--- config.mk ---
export PLATFORM = sky130hd
export DESIGN_NAME = mrumtf_dp
export DESIGN_NICKNAME = d
export VERILOG_FILES = /design/src/rtl/mrumtf_pkg.sv /design/src/rtl/mrumtf_dp.sv
export SDC_FILE = /design/constraint.sdc
export NUM_CORES = 1
export LEC_CHECK = 0
export CAP_MARGIN = 20
export CORE_ASPECT_RATIO = 1.5
export CORE_MARGIN = 2
export CORE_UTILIZATION = 55
export DETAILED_ROUTE_END_ITERATION = 8
export DONT_BUFFER_PORTS = 1
export GPL_TIMING_DRIVEN = 1
export PLACE_DENSITY = 0.67
export SLEW_MARGIN = 5
export SYNTH_ARGS = -nofsm -noshare
export SYNTH_HDL_FRONTEND = slang
export SYNTH_SLANG_ARGS = --single-unit
--- constraint.sdc ---
create_clock -name clk -period 15.1 [get_ports clk]
set_input_delay 0 -clock clk [delete_from_list [all_inputs] [get_ports clk]]
set_output_delay 0 -clock clk [all_outputs]
set_load 0.01 [all_outputs]
--- src/rtl/mrumtf_pkg.sv ---
package mrumtf_pkg;

  localparam int KEY_W = 32;
  localparam int VAL_W = 16;
  localparam int OP_W  = 2;
  localparam int CAP_W = 4;

  localparam logic [CAP_W-1:0] CAP_RESET = 4'd8;

  typedef enum logic [OP_W-1:0] {
    OP_LOOKUP = 2'd0,
    OP_INSERT = 2'd1,
    OP_REMOVE = 2'd2,
    OP_FLUSH  = 2'd3
  } op_t;

  typedef enum logic [1:0] {
    ST_IDLE,
    ST_CMP,
    ST_EXEC
  } state_t;

  // controller -> datapath
  typedef struct packed {
    logic load;     // latch incoming transaction
    logic compare;  // register key/value match vectors
    logic exec;     // update list, load result register
  } cmd_t;

  // datapath -> controller
  typedef struct packed {
    logic is_flush;
    logic flush_last;
  } sts_t;

endpackage

--- src/rtl/mrumtf_dp.sv ---
module mrumtf_dp
  import mrumtf_pkg::*;
#(
  parameter int DEPTH = 8
) (
  input  logic             clk,
  input  logic             rst_n,
  input  cmd_t             cmd,
  output sts_t             sts,
  input  logic [OP_W-1:0]  in_op,
  input  logic [KEY_W-1:0] in_key,
  input  logic [VAL_W-1:0] in_value,
  input  logic             cfg_we,
  input  logic [CAP_W-1:0] cfg_data,
  output logic             res_hit,
  output logic [VAL_W-1:0] res_value,
  output logic             res_evicted,
  output logic             res_last
);

  localparam int IW = $clog2(DEPTH);
  localparam int CW = $clog2(DEPTH + 1);
  localparam int XW = (CW > CAP_W) ? CW : CAP_W;

  logic [KEY_W-1:0] key_r [DEPTH];
  logic [VAL_W-1:0] val_r [DEPTH];
  logic [KEY_W-1:0] key_nxt [DEPTH];
  logic [VAL_W-1:0] val_nxt [DEPTH];

  logic [CW-1:0]    count_r, count_nxt;
  logic [CAP_W-1:0] cap_r;
  logic [IW-1:0]    fidx_r, fidx_nxt;

  op_t              op_r;
  logic [KEY_W-1:0] ikey_r;
  logic [VAL_W-1:0] ival_r;
  logic [DEPTH-1:0] khit_r, vhit_r;

  logic             hit_r, evicted_r, last_r;
  logic [VAL_W-1:0] value_r;
  logic             hit_nxt, evicted_nxt, last_nxt;
  logic [VAL_W-1:0] value_nxt;

  logic [IW-1:0]    kpos, vpos, tail;
  logic [XW-1:0]    eff_cap;
  logic             evict;
  logic [CW-1:0]    top;

  // effective capacity: 0 acts as 1, anything above DEPTH acts as DEPTH
  always_comb begin
    if (cap_r == '0)
      eff_cap = XW'(1);
    else if (XW'(cap_r) > XW'(DEPTH))
      eff_cap = XW'(DEPTH);
    else
      eff_cap = XW'(cap_r);
  end

  // first match from the front
  always_comb begin
    kpos = '0;
    vpos = '0;
    for (int i = DEPTH - 1; i >= 0; i--) begin
      if (khit_r[i]) kpos = IW'(i);
      if (vhit_r[i]) vpos = IW'(i);
    end
  end

  assign tail  = IW'(count_r - CW'(1));
  assign evict = (XW'(count_r) >= eff_cap) && (count_r != '0);
  assign top   = evict ? (count_r - CW'(1)) : count_r;

  assign sts.is_flush   = (op_r == OP_FLUSH);
  assign sts.flush_last = (count_r == '0) || ((CW'(fidx_r) + CW'(1)) == count_r);

  always_comb begin
    for (int i = 0; i < DEPTH; i++) begin
      key_nxt[i] = key_r[i];
      val_nxt[i] = val_r[i];
    end
    count_nxt   = count_r;
    fidx_nxt    = fidx_r;
    hit_nxt     = 1'b0;
    value_nxt   = '0;
    evicted_nxt = 1'b0;
    last_nxt    = 1'b1;
    unique case (op_r)
      OP_LOOKUP: begin
        if (|khit_r) begin
          hit_nxt   = 1'b1;
          value_nxt = val_r[kpos];
          for (int i = 1; i < DEPTH; i++) begin
            if (IW'(i) <= kpos) begin
              key_nxt[i] = key_r[i-1];
              val_nxt[i] = val_r[i-1];
            end
          end
          key_nxt[0] = key_r[kpos];
          val_nxt[0] = val_r[kpos];
        end
      end
      OP_INSERT: begin
        for (int i = 1; i < DEPTH; i++) begin
          if (CW'(i) <= top) begin
            key_nxt[i] = key_r[i-1];
            val_nxt[i] = val_r[i-1];
          end
        end
        key_nxt[0] = ikey_r;
        val_nxt[0] = ival_r;
        if (evict) begin
          value_nxt   = val_r[tail];
          evicted_nxt = 1'b1;
        end else begin
          count_nxt = count_r + CW'(1);
        end
      end
      OP_REMOVE: begin
        if (|vhit_r) begin
          hit_nxt   = 1'b1;
          value_nxt = ival_r;
          count_nxt = count_r - CW'(1);
          // close the gap
          for (int j = 0; j < DEPTH - 1; j++) begin
            if (IW'(j) >= vpos) begin
              key_nxt[j] = key_r[j+1];
              val_nxt[j] = val_r[j+1];
            end
          end
        end
      end
      OP_FLUSH: begin
        if (count_r != '0) begin
          value_nxt   = val_r[fidx_r];
          evicted_nxt = 1'b1;
          last_nxt    = sts.flush_last;
          if (sts.flush_last) begin
            count_nxt = '0;
            fidx_nxt  = '0;
          end else begin
            fidx_nxt = fidx_r + IW'(1);
          end
        end
      end
      default: ;
    endcase
  end

  always_ff @(posedge clk) begin
    if (!rst_n) begin
      count_r <= '0;
      cap_r   <= CAP_RESET;
      fidx_r  <= '0;
    end else begin
      if (cfg_we) cap_r <= cfg_data;
      if (cmd.exec) begin
        count_r <= count_nxt;
        fidx_r  <= fidx_nxt;
      end
    end
  end

  always_ff @(posedge clk) begin
    if (cmd.load) begin
      op_r   <= op_t'(in_op);
      ikey_r <= in_key;
      ival_r <= in_value;
    end
    if (cmd.compare) begin
      for (int i = 0; i < DEPTH; i++) begin
        khit_r[i] <= (CW'(i) < count_r) && (key_r[i] == ikey_r);
        vhit_r[i] <= (CW'(i) < count_r) && (val_r[i] == ival_r);
      end
    end
    if (cmd.exec) begin
      for (int i = 0; i < DEPTH; i++) begin
        key_r[i] <= key_nxt[i];
        val_r[i] <= val_nxt[i];
      end
      hit_r     <= hit_nxt;
      value_r   <= value_nxt;
      evicted_r <= evicted_nxt;
      last_r    <= last_nxt;
    end
  end

  assign res_hit     = hit_r;
  assign res_value   = value_r;
  assign res_evicted = evicted_r;
  assign res_last    = last_r;

endmodule

==> flow_summary.toml <==
[floorplan]
core-area_mm2 = 0.05130
die_h_um = 282.2
io_pins = 81
rows = 102
die_w_um = 189.5
die_area_mm2 = 0.05348
start_util_pct = 55.32

[clock_network]
clk_latency_ns = 0.63
numCtsBuffers = 49
cts-root-buf = "clkbuf_16"
cts.clk_slew.worst_paths_ns = 0.07
cts_tree = "yes"
clkSinkCount = 483
htree_levels = 2
clock_path_buffers = 3

[sta]
skew_ns = 0.02585
fin_crit_sh_pct = 30.64
clock.fmax_ghz = 0.2162
finalHoldViolCount = 0
final.min_clock_period_ns = 4.626
worstMarginPinSlew_ns = 1.340
slew_violations = 0
setup_tns_ns = 0
setup_violations = 0
slew_headroom_pct = 9.819
rsz0062_at_grt = "false"

[power_and_ir_drop]
p_sw_mw = 1.336
clkPwrFrac_pct = 30.8
power.density_mw_per_mm2 = 129.9
irDropWorstVdd_mv = 0.1153
p_sw_share_pct = 32.63
power_frac_comb_pct = 22.9
leakage_nw = 10.49
intPower_mw = 2.757
p_seq_share_pct = 46.3

[critical_path]
reg2reg_setup_slack_ns = 10.47
cp-end-kind = "flop"
cp_max_fo = 44
critical_path.max_stage_delay_ns = 0.63
reg2regPathDepth = 11
cp_data_arrival_time_ns = 4.87
cp_slowest_cell = "a211oi_4"
crit_type = "reg2reg"
cp.depth = 11
crit_family = "compound AO/OA/AOI/OAI gates"
required_ns = 15.34
start_kind = "flop"
path_cells = "buf_4 -> inv_1 -> ha_1 -> nor2b_1 -> o21ai_0 -> nand4_1 -> o211ai_1 -> a21oi_1 -> a211oi_4 -> buf_8 -> buf_4"
worst-path-buf-inv = 4
crit_path_frequent_cell = "buf_4"

[drt]
drc_errors = 1
final_antenna_net_count = 0
first_iter_violations = 3156
num_vias = 22425
drt-pass1-iter-count = 9
wl_per_cell_um = 35.66
wirelength_mm = 107.1
via_per_inst = 7.468

[yosys]
synthTopCellsByArea = "edfxtp_1 (50%), a22o_1 (9.4%), xnor2_1 (7.2%)"
synth_area_mm2 = 0.02838
syn_area_per_cell_um2 = 12.29
ys_seq_area_share_pct = 50.61
synth_ff_type = "edfxtp_1"
yosys_register_bits = 483
async_flop_share_pct = 0
synth_cells = 2309
syn-num-nets = 2381
synth_top_area_share_pct = 49.62
synth_edf_count = 469
synth_cell_types = 71
yosysWarnings = 0
synth_top_area_cell = "edfxtp_1"

[layout]
n_fill_cell = 4096
design_area_mm2 = 0.03150
final_common_cell = "edfxtp_1"
layout_common_cells = "edfxtp_1 (469), a22o_1 (304), xnor2_1 (233)"
drive_gt1_share_pct = 9.458
fin_nets = 2361
area_growth_pct = 10.99

[worst_hold_path]
holdPathStages = 1
min_path_type = "in2reg"

[grt]
overflow = 0
grt_pass1_wl_mm = 155.0
grt_pass1_vias = 21930
grt_max_degree = 89
gr-usage-all-layers_pct = 39.96
antenna_found_initial = 3

[job]
maxCapViolCount = 0

[outcome]
outcome = "finished with violations"
violations = "design-rule violations"

[placed_design]
hpwl_mm = 68.68
postPlaceCellArea_mm2 = 0.02889
port_buffers = 0
place.gp.congestion = 0.9973
[routing by layer]
metal | GRT usage (%) | wire, µm | vias up
li1 | - | - | 9180
met1 | 45.75 | 34990 | 11049
met2 | 65.89 | 51170 | 1708
met3 | 6.067 | 9336 | 488
met4 | 34.17 | 11590 | 0
met5 | 0 | 0 | -
[Yosys cell counts (3+ instances only)]
library cell and number:
a211oi_1 32, a21o_1 15, a21oi_1 40, a221o_1 3, a221oi_1 48, a222oi_1 15, a22o_1 304, a22oi_1 18
a311o_1 17, a311oi_1 15, a31oi_1 6, and3_1 29, buf_1 15, buf_2 35, buf_6 3, clkbuf_1 162
dfxtp_1 14, edfxtp_1 469, ha_1 12, inv_1 19, mux2i_1 52, mux4_2 66, nand2_1 92, nand2b_1 5
nand3_1 20, nand4_1 70, nor2_1 84, nor2b_1 3, nor3_1 22, nor4_1 50, o211ai_1 3, o21a_1 20
o21ai_0 56, o21ai_1 3, o221ai_1 27, o2bb2ai_1 13, o31ai_1 3, o32a_1 13, or2_2 4, or3_1 5
or4_1 3, xnor2_1 233, xor2_1 154
[cell families (layout without fill, tap and decap cells)]
logic type	after synthesis	after routing	synth area share (%)
multiplexers	120	120	7.150
other	0	1	0
XOR/XNOR	388	388	12.02
AO/OA/AOI/OAI	671	671	19.18
AND/OR/NAND/NOR	398	398	7.133
buffers and inverters	237	254	3.381
flip-flops	483	483	50.61
adder cells (fa/ha/maj)	12	12	0.5290
[stage by stage]
stage	cells	hold WS (ns)	util [%]	worst slack (ns)	total power, mW
finish	3003	0.01418	61.40	10.47	4.093
global route	3003	0.007085	61.40	10.23	4.191
CTS	3001	0.001753	61.38	10.56	4.057
detailed placement	2815	0.09891	56.32	10.61	2.787
global placement	2812	0.09892	56.24	10.36	2.767
floorplan	2309	0.09864	-	4.730	2.449
[sequential cells by signal, indices dropped and copies added (netlist names), named ones only]
| register | cells |
|---|---|
| res_hit | 1 |
| res_last | 1 |
| count_r | 4 |
| ival_r | 16 |
| val_r | 128 |
| res_value | 16 |
| vhit_r | 8 |
| ikey_r | 32 |
| cap_r | 4 |
| op_r | 2 |
| khit_r | 8 |
| key_r | 256 |
| res_evicted | 1 |
| fidx_r | 3 |
[final cells by class]
type                    count  area, µm²  share of cell area [%]
diodes                      1      2.502                0.007944
clock buffers              63       1320                   4.191
clock inverters            25      270.3                  0.8580
inverters                  21      78.83                  0.2502
multi-input cells        1589      13240                   42.03
flip-flops and latches    483      14370                   45.61
well taps                 676      845.8                   2.685
repair buffers            145       1376                   4.369
[worst reg2reg max path, stage by stage (launching register included)]
cell	delay (ns)
dfxtp_2	0.31
buf_4	0.58
inv_1	0.24
ha_1	0.27
nor2b_1	0.16
o21ai_0	0.44
nand4_1	0.17
o211ai_1	0.43
a21oi_1	0.17
a211oi_4	0.63
buf_8	0.25
buf_4	0.56
[timing repair]
item                      CTS  global route
hold buffers               98             0
setup buffers               0             0
gates resized for setup     0             0
hold endpoints to repair  149             0
[power groups by stage]
stage | Sequential [mW] | Combinational (mW) | Clock (mW)
finish | 1.90 | 0.937 | 1.26
global route | 1.91 | 0.970 | 1.31
CTS | 1.89 | 0.905 | 1.27
detailed placement | 1.91 | 0.873 | 0
global placement | 1.91 | 0.858 | 0
floorplan | 1.81 | 0.635 | 0
[final timing paths]
kind,startpoint,endpoint
worst max-delay path,count_r[0]$_SDFFE_PN0P_,val_r[5][11]$_DFFE_PP_
worst min-delay path,in_key[29],ikey_r[29]$_DFFE_PP_
worst max register to register,count_r[0]$_SDFFE_PN0P_,val_r[5][11]$_DFFE_PP_
worst min register to register,key_r[6][16]$_DFFE_PP_,key_r[7][16]$_DFFE_PP_
Power figures use the tool's default switching activity.
