$ cat config.mk
export PLATFORM = sky130hd
export DESIGN_NAME = mrumtf_ctrl
export DESIGN_NICKNAME = d
export VERILOG_FILES = /design/src/rtl/mrumtf_pkg.sv /design/src/rtl/mrumtf_ctrl.sv
export SDC_FILE = /design/constraint.sdc
export NUM_CORES = 1
export LEC_CHECK = 0
export BUFFER_PORTS_ARGS = -buffer_cell sky130_fd_sc_hd__buf_2
export CAP_MARGIN = 30
export CORE_AREA = 2 2 39 41
export CTS_BUF_LIST = sky130_fd_sc_hd__clkbuf_8
export DETAILED_ROUTE_END_ITERATION = 16
export DIE_AREA = 0 0 41 43
export PLACE_DENSITY = 0.34
export SYNTH_ARGS = -nofsm -noshare
export SYNTH_HDL_FRONTEND = slang
export SYNTH_SLANG_ARGS = --single-unit
$ cat constraint.sdc
create_clock -name clk -period 0.8 [get_ports clk]
set_input_delay 0.08 -clock clk [delete_from_list [all_inputs] [get_ports clk]]
set_output_delay 0.08 -clock clk [all_outputs]
set_load 0.02 [all_outputs]
$ cat src/rtl/mrumtf_pkg.sv
package mrumtf_pkg;

  localparam int KEY_W = 32;
  localparam int VAL_W = 16;
  localparam int OP_W  = 2;
  localparam int CAP_W = 4;

  localparam logic [CAP_W-1:0] CAP_RESET = 4'd8;

  typedef enum logic [OP_W-1:0] {
    OP_LOOKUP = 2'd0,
    OP_INSERT = 2'd1,
    OP_REMOVE = 2'd2,
    OP_FLUSH  = 2'd3
  } op_t;

  typedef enum logic [1:0] {
    ST_IDLE,
    ST_CMP,
    ST_EXEC
  } state_t;

  // controller -> datapath
  typedef struct packed {
    logic load;     // latch incoming transaction
    logic compare;  // register key/value match vectors
    logic exec;     // update list, load result register
  } cmd_t;

  // datapath -> controller
  typedef struct packed {
    logic is_flush;
    logic flush_last;
  } sts_t;

endpackage

$ cat src/rtl/mrumtf_ctrl.sv
module mrumtf_ctrl
  import mrumtf_pkg::*;
(
  input  logic clk,
  input  logic rst_n,
  input  logic in_valid,
  output logic in_ready,
  output logic out_valid,
  input  logic out_ready,
  output cmd_t cmd,
  input  sts_t sts
);

  state_t state_r, state_nxt;
  logic   out_valid_r, out_valid_nxt;
  logic   out_free;

  assign out_free  = !out_valid_r || out_ready;
  assign out_valid = out_valid_r;

  always_ff @(posedge clk) begin
    if (!rst_n) begin
      state_r     <= ST_IDLE;
      out_valid_r <= 1'b0;
    end else begin
      state_r     <= state_nxt;
      out_valid_r <= out_valid_nxt;
    end
  end

  always_comb begin
    state_nxt   = state_r;
    in_ready    = 1'b0;
    cmd         = '0;
    unique case (state_r)
      ST_IDLE: begin
        in_ready = 1'b1;
        if (in_valid) begin
          cmd.load  = 1'b1;
          state_nxt = ST_CMP;
        end
      end
      ST_CMP: begin
        cmd.compare = 1'b1;
        state_nxt   = ST_EXEC;
      end
      ST_EXEC: begin
        if (out_free) begin
          cmd.exec = 1'b1;
          // last result of this transaction: take the next one right away
          if (!sts.is_flush || sts.flush_last) begin
            in_ready = 1'b1;
            if (in_valid) begin
              cmd.load  = 1'b1;
              state_nxt = ST_CMP;
            end else begin
              state_nxt = ST_IDLE;
            end
          end
        end
      end
      default: state_nxt = ST_IDLE;
    endcase
    out_valid_nxt = cmd.exec ? 1'b1 : (out_ready ? 1'b0 : out_valid_r);
  end

endmodule

==> results.md, run 1 <==
- Register-to-register setup slack: -0.18 ns
- Unrepaired setup endpoints after global routing: true
- Failing checks: negative setup slack
- Pin count of the biggest net entering global routing: 6
- Layout cells sized above 1: 81.3%
- Final cell count without fillers: 48
- Synth Instances: 17
- Met2 wire length: 188 um
- Setup CP Type: flip-flop to output pin
- Max Root-Sink Buffers: 2
- Setup tns final: -1.23 ns
- Largest cells by area after synthesis: dfxtp_1 (36%), nor4bb_2 (9.7%), buf_4 (9.0%)
- DP Cell Count: 42
- Flop pwr share: 23.7%
- Initial antenna violation count: 0
- Area Overhead vs Synth: 122%
- Yosys top cell by area: dfxtp_1
- Core footprint: ~1400 um2
- Switching Share: 20.9%
- Worst clock skew: approximately 0.001 ns
- Vias in the first global route: 189
- Nets@finish: 39
- Biggest cell delay along the critical path: 0.35 ns
- Overall Power: 0.700 mW
- RD Place Congestion: 0.608
- Die width: 41 um
- CP Max Fanout: 3
- Slowest CP cell: dfxtp_4
- GRT overflow: 0
- Ports: 11
- Post-synth EDFFs: 0
- Clk Latency, worst-skew pair: 0.21 ns
- Net Switching: 0.146 mW
- Port-buffer cells: 10
- DR DRC count: 0
- First-pass GRT wire length: 696 um
- WP data arrival: 1.03 ns
- Wire length on met3: 45 um
- Clk pwr share: 58.9%
- Pins Over Slew Limit: 0
- # hold bufs at CTS: 0
- Worst Setup Slack, final: -0.311 ns
- Max Cap Violations: 0
- YS warnings: 0
- Initial Util: 12.1%
- Leading register cell type out of synthesis: dfxtp_1
- Final Setup Violations: 6
- Dpl ws: -0.104 ns
- Final Util: a little over a quarter
- Seq/Total Area, Yosys: a little over a third
- Final hold vios: 0
- Worst Tran Pin Value: 0.197 ns
- Worst-path clk slew: approximately 0.030 ns
- FF+latch count, synth: 3
- Synthesized Nets: 23
- Top-count cell post-synth: dfxtp_1
- Data required time of the worst path: 0.72 ns
- Synth Area per Inst: between 9 and 10 um2
- Min Tclk post-route: 1.11 ns
- Outcome: finished with violations
- Top cells by count, synth: dfxtp_1 (3), buf_4 (2), nand2b_1 (2), nor2b_1 (2)
- CP endpoint kind: output pin
- Clock Sink Count: 3
- Asr flop ratio synth: 0%
- Root buffer cell: clkbuf_8
- WL met1: 162 um
- Htree depth: 1
- Hold_ws: 0.107 ns
- Antenna violation net count after detailed routing: 0
- Initial DRT Pass Iterations: 2
- Routed length per placed instance: 8.25 um
- Max VDD drop: 578 uV
- Syn Std Cell Area: 168 um2
- Logic pwr share: 17.5%
- PD cells: 1880 nW/um2
- Synth top area share: 35.8%
- Area of the die: about 1800 um2
- Vias/cell: 3.35
- N_diodes: 0
- CP Launch Type: flip-flop
- Final Cell Area: 372 um2
- CTS Buf Count: 3
- Worst Path Buf+Inv: 1
- F_max: 900 MHz
- Routed via count: 161
- DR top layer: met3
- Filler cell count: roughly 160
- 1st-iter DRT viols: 1
- Die Y-Extent: 43 um
- Row count: 14
- Crit share post-route: 139%
- DP Area: roughly 270 um2
- CP top delay family: flip-flops
- Lkg Pwr: approximately 0.16 nW
- Global Route Usage Sum: under 10%
- CTS tree: built
- Final WL: 396 um
- Yosys cell types: 12
- Int Power: 0.554 mW
- Critical path, cell by cell: a21boi_4 > nor3b_4 > buf_6
- Worst Hold Class: primary input to flip-flop
- Max-slew headroom: 86.7%
==> per-layer routing <==
metal / global-route usage (%) / vias up
li1: - / 85
met3: 2.09 / 0
met1: 7.07 / 70
met4: 6.00 / 0
met5: 0 / -
met2: 7.81 / 6
==> power by group through the flow <==
stage	sequential, mW	clock [mW]	combinational, mW
3_3_place_gp	0.167	0	0.0948
4_1_cts	0.168	0.424	0.124
3_5_place_dp	0.167	0	0.0949
2_1_floorplan	0.169	0	0.0649
5_1_grt	0.167	0.441	0.132
6_report	0.166	0.412	0.122
==> repair_timing <==
| item | CTS | global route |
|---|---|---|
| endpoints found under the setup margin | 7 | 8 |
| resized for setup | 12 | 1 |
| cloned | 0 | 0 |
| setup buffers | 2 | 0 |
| pin swaps | 2 | 0 |
==> logic make-up (layout without fill, tap and decap cells) <==
| family | Yosys count | count (layout) | synth area share [%] |
|---|---|---|---|
| buf+inv | 2 | 17 | 8.95 |
| flops | 3 | 3 | 35.8 |
| simple gates | 8 | 8 | 36.6 |
| compound gates | 4 | 4 | 18.7 |
==> worst paths after layout <==
path / end / start / cells past startpoint
max: cmd[2] / state_r[1] / 3
min: state_r[1] / rst_n / 2
max reg2reg: state_r[0] / state_r[1] / 3
min reg2reg: state_r[0] / state_r[0] / 1
==> state kept, by name, indices dropped and copies added (netlist names) <==
register	cells
state_r	2
out_valid	1
==> cell usage in the layout (no fill, tap or decap) <==
master / n
buf_2: 6
buf_6: 5
clkbuf_8: 3
dfxtp_4: 3
nand2b_4: 2
buf_4: 2
nor2b_1: 1
nor2b_4: 1
nand2b_1: 1
a21boi_4: 1
nor2_2: 1
nor3b_4: 1
a21oi_1: 1
o21a_1: 1
nor4bb_2: 1
a21boi_0: 1
inv_1: 1
==> layout make-up <==
class	count	area, um2	share of cell area (%)
tap	16	20.0	5.39
timing repair buffer	13	101	27.3
clock inverter	1	3.75	1.01
multi-input combinational	12	134	36.0
sequential	3	71.3	19.2
clock buffer	3	41.3	11.1
Power figures use the tool's default switching activity.
==> run 2, diff against run 1 <==
--- a/config.mk
+++ b/config.mk
@@ -11,7 +11,9 @@
 export CTS_BUF_LIST = sky130_fd_sc_hd__clkbuf_8
 export DETAILED_ROUTE_END_ITERATION = 16
 export DIE_AREA = 0 0 41 43
+export GPL_TIMING_DRIVEN = 0
 export PLACE_DENSITY = 0.34
+export SETUP_SLACK_MARGIN = 0.1
 export SYNTH_ARGS = -nofsm -noshare
 export SYNTH_HDL_FRONTEND = slang
 export SYNTH_SLANG_ARGS = --single-unit
==> run 2 against run 1 <==
  * The flow still finishes with violations (negative setup slack)
  * Design area up 10%
  * Utilization grew 2.8 points
  * Non-clock buffer count is 3 higher
  * Critical path depth is the same
  * Flip-flop and latch count unchanged
  * Clock power up 4.9%
  * Clock-buffer cell count unchanged
  * Sequential power about the same
  * Highest routed layer unchanged
==> results.md, run 2 (synthesis results as in run 1) <==
- Critical path, cell by cell: a21boi_4 > nor3b_4 > buf_6
- WP data arrival: 1.04 ns (about the same)
- Pin count of the biggest net entering global routing: 5 (-1)
- 1st-iter DRT viols: 2 (+1)
- Worst-path clk slew: 0.03 ns (about the same)
- Unrepaired setup endpoints after global routing: true
- Worst-case reg-to-reg path depth: 3 (unchanged)
- Layout cells sized above 1: 82.9% (+1.6 points)
- F_max: 895 MHz (-0.57%)
- Register-to-register setup slack: -0.18 ns (about the same)
- Max reg flops: 2 (unchanged)
- CP top delay family: flip-flops
- Initial DRT Pass Iterations: 2 (unchanged)
- CTS Buf Count: 3 (unchanged)
- Most flops, register: state_r
- Routed via count: 180 (+12%)
- Worst Setup Slack, final: -0.317 ns (-0.00641 ns)
- Hold depth: 2 (unchanged)
- Nets@finish: 42 (+7.7%)
- Initial antenna violation count: 0 (unchanged)
- Max-slew headroom: 86.6% (about the same)
- CP endpoint kind: output pin
- RD Place Congestion: 0.582 (-4.2%)
- CP Launch Type: flip-flop
- Vias/cell: 3.53 (+5.2%)
- Row count: 14 (unchanged)
- Initial Util: 12.1% (unchanged)
- Endpoint, Worst Hold: state_r[1]
- Worst Path Buf+Inv: 1 (unchanged)
- Core footprint: 1380 um2 (unchanged)
- Most frequent cells in the layout: buf_6 (6), buf_2 (5), buf_4 (4)
- Lkg Pwr: 0.181 nW (+12%)
- Setup CP Type: flip-flop to output pin
- Crit share post-route: 140% (+0.80 points)
- Pins Over Slew Limit: 0 (unchanged)
- GRT overflow: 0 (unchanged)
- Final hold vios: 0 (unchanged)
- Area of the die: 1760 um2 (unchanged)
- Final WL: 437 um (+10%)
- CP Max Fanout: 3 (unchanged)
- First-pass GRT wire length: 676 um (-2.9%)
- Area Overhead vs Synth: 145%
- Dpl ws: -0.151 ns (-0.0475 ns)
- Failing checks: negative setup slack
- Worst Tran Pin Value: 0.198 ns (+0.000874 ns)
- Data required time of the worst path: 0.72 ns (about the same)
- RR Startpoint: state_r[1]
- Routed length per placed instance: 8.57 um (+3.9%)
- Clock Sink Count: 3 (unchanged)
- Slowest CP cell: dfxtp_2
- Die width: 41 um (unchanged)
- Max Root-Sink Buffers: 2 (unchanged)
- Root buffer cell: clkbuf_8
- PD cells: 1810 nW/um2 (-4.0%)
- Ports: 11 (unchanged)
- Global Route Usage Sum: 6.62% (+0.60 points)
- Final Util: 29.7% (+2.8 points)
- Clk Latency, worst-skew pair: 0.22 ns (about the same)
- Worst r2r dst: state_r[0]
- Die Y-Extent: 43 um (unchanged)
- Min Tclk post-route: 1.12 ns (+0.00641 ns)
- DR DRC count: 0 (unchanged)
- Max VDD drop: 813 uV (+41%)
- CTS tree: built
- N_diodes: 0 (unchanged)
- Final Setup Violations: 8 (+2)
- Worst Hold Class: primary input to flip-flop
- Outcome: finished with violations
- Worst clock skew: 0.00284 ns (+0.00183 ns)
- Port-buffer cells: 10 (unchanged)
- Hold_sp: rst_n
- Max Cap Violations: 0 (unchanged)
- Antenna violation net count after detailed routing: 0 (unchanged)
- Commonest non-fill, non-tap cell in the layout: buf_6
- Vias in the first global route: 172 (-9.0%)
- Biggest cell delay along the critical path: 0.34 ns (about the same)
- Htree depth: 1 (unchanged)
run 2: cell types whose count changed in the layout (fill, tap and decap cells not counted), sizes merged:
cell,before,now
buf,13,16
run 2: report_power, final:
part / switching, mW / total, mW / internal, mW / leakage [nW]
logic: 0.0522 / 0.144 / 0.0917 / 0.127
clock network: 0.105 / 0.432 / 0.327 / 0.0269
registers: 0.0102 / 0.166 / 0.156 / 0.0264
total: 0.168 / 0.742 / 0.575 / 0.181
run 2: worst reg2reg max path, stage by stage (launching register included):
cell,delay (ns)
dfxtp_2,0.34
a21boi_4,0.16
buf_4,0.14
nor4bb_2,0.24
run 2: per-layer routing:
| metal | vias to the layer above | part of all wire [%] | GRT usage [%] |
|---|---|---|---|
| li1 | 91 | - | - |
| met1 | 84 | 36 | 5.13 |
| met2 | 5 | 58 | 9.06 |
| met3 | 0 | 6.2 | 3.14 |
| met4 | 0 | 0 | 10.0 |
| met5 | - | 0 | 0 |
run 2: repair_timing:
action	4_1_cts	5_1_grt
resized for setup	9	4
pin swaps	1	1
hold buffers	0	0
endpoints found under the setup margin	8	8
hold endpoints to repair	0	0
setup buffers	3	1
run 2: worst max-delay path by stage:
stage / startpoint / endpoint / slack (ns) / cells after the start
finish: state_r[1] / cmd[2] / -0.32 / 3
global route: out_valid / cmd[2] / -0.36 / 4
CTS: out_valid / cmd[2] / -0.32 / 4
detailed placement: state_r[1] / cmd[2] / -0.15 / 3
global placement: state_r[1] / cmd[2] / -0.15 / 3
floorplan: out_valid / cmd[2] / -0.06 / 3
run 2: final cells by class:
type                    count  area [um2]
multi-input cells          12         134
fillers                   155         973
repair buffers             14         124
clock inverters             1        3.75
plain buffers               2        18.8
well taps                  16        20.0
clock buffers               3        41.3
flip-flops and latches      3        68.8
run 2: through the flow:
| step | instances | setup TNS [ns] | area [um2] | hold WS (ns) | power (mW) |
|---|---|---|---|---|---|
| finish | 51 | -1.53 | 410 | 0.0972 | 0.742 |
| detailed placement | 43 | -0.543 | 282 | 0.317 | 0.266 |
| global route | 51 | -1.88 | 410 | 0.104 | 0.778 |
| global placement | 43 | -0.540 | 282 | 0.319 | 0.265 |
| CTS | 50 | -1.48 | 388 | 0.0920 | 0.747 |
| floorplan | 17 | -0.106 | 211 | 0.198 | 0.236 |
